File: config.mk
export PLATFORM = sky130hd
export DESIGN_NAME = tpi_div_cell
export DESIGN_NICKNAME = d
export VERILOG_FILES = /design/src/design/three_plateau_interpolator_macros.svh /design/src/design/tpi_pkg.sv /design/src/design/tpi_div_cell.sv
export SDC_FILE = /design/constraint.sdc
export NUM_CORES = 1
export LEC_CHECK = 0
export ABC_AREA = 1
export BUFFER_PORTS_ARGS = -buffer_cell sky130_fd_sc_hd__clkbuf_2
export CORE_MARGIN = 10
export CORE_UTILIZATION = 50
export CTS_CLUSTER_DIAMETER = 120
export DETAILED_ROUTE_END_ITERATION = 8
export PLACE_DENSITY_LB_ADDON = 0.15
export SYNTH_ARGS = -nofsm -noshare
export SYNTH_HDL_FRONTEND = slang
export SYNTH_SLANG_ARGS = --single-unit
File: constraint.sdc
create_clock -name clock -period 4 [get_ports clock]
set_input_delay 0.6 -clock clock [delete_from_list [all_inputs] [get_ports clock]]
set_output_delay 0.6 -clock clock [all_outputs]
set_load 0.01 [all_outputs]
File: src/design/three_plateau_interpolator_macros.svh
// ---------------------------------------------------------------------------
// three_plateau_interpolator_macros.svh
// Assertion shorthands for the three plateau interpolator.
// ---------------------------------------------------------------------------
`ifndef THREE_PLATEAU_INTERPOLATOR_MACROS_SVH
`define THREE_PLATEAU_INTERPOLATOR_MACROS_SVH

// Same-cycle implication.
`define TPI_ASSERT_NOW(lbl, clk, rst, ante, cons, msg) \
   lbl: assert property (@(posedge clk) disable iff (rst) (ante) |-> (cons)) \
      else $error(msg);

// Implication after a fixed number of cycles.
`define TPI_ASSERT_DELAY(lbl, clk, rst, ante, n, cons, msg) \
   lbl: assert property (@(posedge clk) disable iff (rst) (ante) |-> ##n (cons)) \
      else $error(msg);

`endif

File: src/design/tpi_pkg.sv
// ---------------------------------------------------------------------------
// tpi_pkg
// Shared constants, register codes and stage types of the interpolator.
// ---------------------------------------------------------------------------
`default_nettype none

package tpi_pkg;

   localparam int DATA_W       = 32;
   localparam int REG_COUNT    = 7;
   localparam int ADDR_W       = $clog2(4 * REG_COUNT);
   localparam int DIV_STEPS    = DATA_W;
   localparam int FRONT_STAGES = 2;
   // registers from an accepted item to the result strobe
   localparam int LATENCY      = FRONT_STAGES + DIV_STEPS + 1;

   typedef enum logic [ADDR_W-3:0] {
      REG_IN_MIN          = 3'd0,
      REG_IN_NOMINAL_LOW  = 3'd1,
      REG_IN_NOMINAL_HIGH = 3'd2,
      REG_IN_MAX          = 3'd3,
      REG_OUT_LOW         = 3'd4,
      REG_OUT_NOMINAL     = 3'd5,
      REG_OUT_HIGH        = 3'd6
   } csr_index_type;

   typedef struct packed {
      logic signed [DATA_W-1:0] in_min;
      logic signed [DATA_W-1:0] in_nominal_low;
      logic signed [DATA_W-1:0] in_nominal_high;
      logic signed [DATA_W-1:0] in_max;
      logic signed [DATA_W-1:0] out_low;
      logic signed [DATA_W-1:0] out_nominal;
      logic signed [DATA_W-1:0] out_high;
   } cfg_type;

   // One slot of the divider chain. lo_q holds the dividend bits still to
   // be shifted in; quotient bits enter at its bottom.
   typedef struct packed {
      logic                     valid;
      logic [DATA_W-1:0]        rem;
      logic [DATA_W-1:0]        lo_q;
      logic [DATA_W-1:0]        den;
      logic signed [DATA_W-1:0] y0;
      logic                     neg;
   } div_stage_type;

endpackage

`default_nettype wire

File: src/design/tpi_div_cell.sv
// ---------------------------------------------------------------------------
// tpi_div_cell
// One restoring-division step: shift in a dividend bit, trial subtract.
// ---------------------------------------------------------------------------
`default_nettype none

module tpi_div_cell
   import tpi_pkg::*;
(
   input  logic          clock,
   input  logic          reset,
   input  div_stage_type stage_in,
   output div_stage_type stage_out
);

   logic [DATA_W:0] shifted;
   logic [DATA_W:0] diff;
   logic            fit;
   div_stage_type   stage_ff, next_in;

   assign shifted = {stage_in.rem, stage_in.lo_q[DATA_W-1]};
   assign diff    = shifted - {1'b0, stage_in.den};
   assign fit     = shifted >= {1'b0, stage_in.den};

   always_comb begin
      next_in      = stage_in;
      next_in.rem  = fit ? diff[DATA_W-1:0] : shifted[DATA_W-1:0];
      next_in.lo_q = {stage_in.lo_q[DATA_W-2:0], fit};
   end

   always_ff @(posedge clock) begin
      if (reset) begin
         stage_ff.valid <= 1'b0;
      end else begin
         stage_ff <= next_in;
      end
   end

   assign stage_out = stage_ff;

endmodule

`default_nettype wire

==> results.sh <==
export IMPL_yosys_area_top_type_share_pct=55.26
export IMPL_fmax_mhz=415.4
export IMPL_antenna_found_initial=1
export IMPL_p_total_w=0.003983
export IMPL_seq_area_frac_synth_pct=55.54
export IMPL_relSlewSlack_pct=50.28
export IMPL_ant_nets=0
export IMPL_critPathKind="in -> reg"
export IMPL_ys_ff_latch=130
export IMPL_synth_area_top_cells="edfxtp_1 (55%), nand2_1 (16%), inv_1 (8.1%)"
export IMPL_setup_viol=0
export IMPL_synth_compound_area_share_pct=1.856
export IMPL_finalCriticalPeriod_ps=2407
export IMPL_hp_class="in -> reg"
export IMPL_port_buffers=261
export IMPL_cp_max_fo=36
export IMPL_synthCells=783
export IMPL_syn_area_um2=7010
export IMPL_crit_path_frequent_cell="nand2_1"
export IMPL_p_per_area_nw_per_um2=439.2
export IMPL_final_max_slew_viol_count=0
export IMPL_layout_drive_gt1_share_pct=30.00
export IMPL_std_cell_rows=43
export IMPL_dr_wl_met3_mm=1.577
export IMPL_die_w_um=138.4
export IMPL_path_clk_slew_ps=60
export IMPL_leakage_nw=4.784
export IMPL_arrival_ps=2580
export IMPL_grt_util_all_layers_pct=21.36
export IMPL_ctsHoldBuffers=0
export IMPL_grt_pass1_wl_mm=32.42
export IMPL_overflow=0
export IMPL_period_share_pct=60.18
export IMPL_place_ws_ps=1170
export IMPL_synth_top_cell_by_area="edfxtp_1"
export IMPL_final_hold_viol_count=0
export IMPL_routed_top_layer="met5"
export IMPL_cts_tree="done"
export IMPL_critPathCaptureType="flip-flop"
export IMPL_crit_slowest_cell="ha_1"
export IMPL_drv_cap=0
export IMPL_crit_chain="clkbuf_2, inv_1, ha_1, nand2_1, nor2_1, nand2_1, nor2_1, nand2_1, nand3_1, nor2_2, nand2_8, inv_4, nand2_1, nand2_1"
export IMPL_ioPinCount=262
export IMPL_synth_top_family_by_area="simple AND/OR/NAND/NOR gates"
export IMPL_grt_pass1_vias=5955
export IMPL_avgSynthCellArea_um2=8.953
export IMPL_synth_xor_area_share_pct=1.749
export IMPL_nets=1222
export IMPL_clockBufferDepth=2
export IMPL_cts_sinks=130
export IMPL_post_drt_wl_per_cell_um=16.81
export IMPL_grt_setup_unrepaired="no"
export IMPL_postLayoutCoreUtil_pct=65.60
export IMPL_tightest_slew_ps=745.7
export IMPL_core_area_um2=13830
export IMPL_critPathMaxStageDelay_ps=340
export IMPL_cts_resized_gates=0
export IMPL_yosys_warnings=0
export IMPL_fp_dieArea_um2=19160
export IMPL_cts_root_buf="clkbuf_16"
export IMPL_wl_mm=21.02
export IMPL_fin_ws_ps=1593
export IMPL_vias=5981
export IMPL_n_antenna_cell=0
export IMPL_globalplace_congestion=0.9334
export IMPL_drt_met1_wl_mm=8.761
export IMPL_status="complete, no violations"
export IMPL_htree_num_levels=4
export IMPL_dr_pass1_iters=5
export IMPL_muxShareOfSynthArea_pct=0
export IMPL_via_per_inst=4.785
export IMPL_yosys_area_share_simple_pct=25.54
export IMPL_hpwlAfterDp_mm=16.94
export IMPL_grt_max_degree=73
export IMPL_drc=0
export IMPL_largest_register_ffs=130
export IMPL_ir_drop_mv=0.2472
export IMPL_die_height_um=138.4
export IMPL_start_util_pct=50.70
export IMPL_post_synth_num_cell_types=28
export IMPL_met2_length_mm=10.34
export IMPL_syn_nets=948
export IMPL_fin_tns_setup_ps=0
export IMPL_drtIter0Drc=406
export IMPL_crit_required_ps=4170
export IMPL_cts_buffers_inserted=17
export IMPL_worstSetupStartpointType="input pin"
export IMPL_post_cts_repair_setup_buffers=0
export IMPL_synth_fa_ha_area_share_pct=5.997
export IMPL_syn2layout_area_growth_pct=29.38
[cells in the mapped netlist]
| cell type | number |
|---|---|
| buf_6 | 6 |
| edfxtp_1 | 129 |
| nor2_1 | 35 |
| fa_1 | 1 |
| nand2_2 | 12 |
| nand3_2 | 1 |
| dfxtp_1 | 1 |
| nor2_2 | 6 |
| inv_2 | 1 |
| a21oi_1 | 21 |
| nor3_2 | 2 |
| ha_1 | 32 |
| nand2_8 | 1 |
| nand3b_1 | 10 |
| xnor2_1 | 1 |
| o21ai_0 | 2 |
| nand4_1 | 2 |
| nand2_1 | 297 |
| nand2_4 | 2 |
| or2_2 | 1 |
| nand3_1 | 37 |
| inv_4 | 1 |
| inv_1 | 152 |
| nor3_1 | 6 |
| buf_2 | 1 |
| o21bai_1 | 2 |
| and2_1 | 8 |
| xor2_1 | 13 |
[kinds of logic (layout without fill, tap and decap cells)]
group	count (synthesis)	in the layout
xor+xnor	14	14
simple gates	420	420
fa+ha+maj	33	33
compound gates	25	25
flops	130	130
buf+inv	161	448
[through the flow]
step / cells / hold WS [ps] / cell area [um^2]
floorplan: 783 / 671.2 / 7010
global placement: 1218 / 776.8 / 8492
detailed placement: 1218 / 778.8 / 8492
CTS: 1250 / 340.6 / 9070
global route: 1250 / 340.3 / 9070
finish: 1250 / 356.8 / 9070
[critical path, delay by kind of cell]
kind                       cells  cell delay (ps)
and+or+nand+nor               10             1260
adders and majority gates      1              340
buffers and inverters          3              340
[layer usage]
metal	vias to the layer above	GRT usage, %
met4	2	6.271
li1	3025	-
met3	23	7.260
met1	2696	25.04
met5	-	0
met2	235	36.27
[cells in the final DEF, fill, tap and decap left out]
cell        instances
buf_12              1
inv_2               1
nand2_2            12
nand3_2             1
o21bai_1            2
clkinv_2            5
nand3b_1           10
bufinv_16           2
or2_2               1
clkbuf_1            1
dfxtp_1             1
nand4_1             2
xnor2_1             1
clkbuf_8            1
nor3_1              6
fa_1                1
o21ai_0             2
ha_1               32
nand3_1            37
xor2_1             13
and2_1              8
clkbuf_16          17
inv_4               2
nand2_1           297
nor3_2              2
inv_1             151
inv_6               2
nand2_4             2
clkinvlp_4          2
a21oi_1            21
nor2_1             35
clkinv_4            2
nand2_8             1
nor2_2              6
edfxtp_1          129
clkbuf_2          261
[area by class of cell]
type | instances | area, um^2
Fill cell | 1170 | 4757
Timing Repair Buffer | 262 | 1326
Clock inverter | 13 | 135.1
Sequential cell | 130 | 3894
Inverter | 154 | 583.1
Tap cell | 180 | 225.2
Clock buffer | 19 | 442.9
Multi-Input combinational cell | 492 | 2464
[where the power goes]
part	leakage, nW	internal, W	switching, W
Sequential	1.27	0.00166	0.0000383
Combinational	3.23	0.000281	0.000489
Clock	0.283	0.000933	0.000584
[final timing paths]
path / cells after the start / end / startpoint
max: 14 / stage_out[123] / stage_in[39]
min: 1 / stage_out[68] / stage_in[67]
No activity file was read; power rests on OpenSTA's default activity.
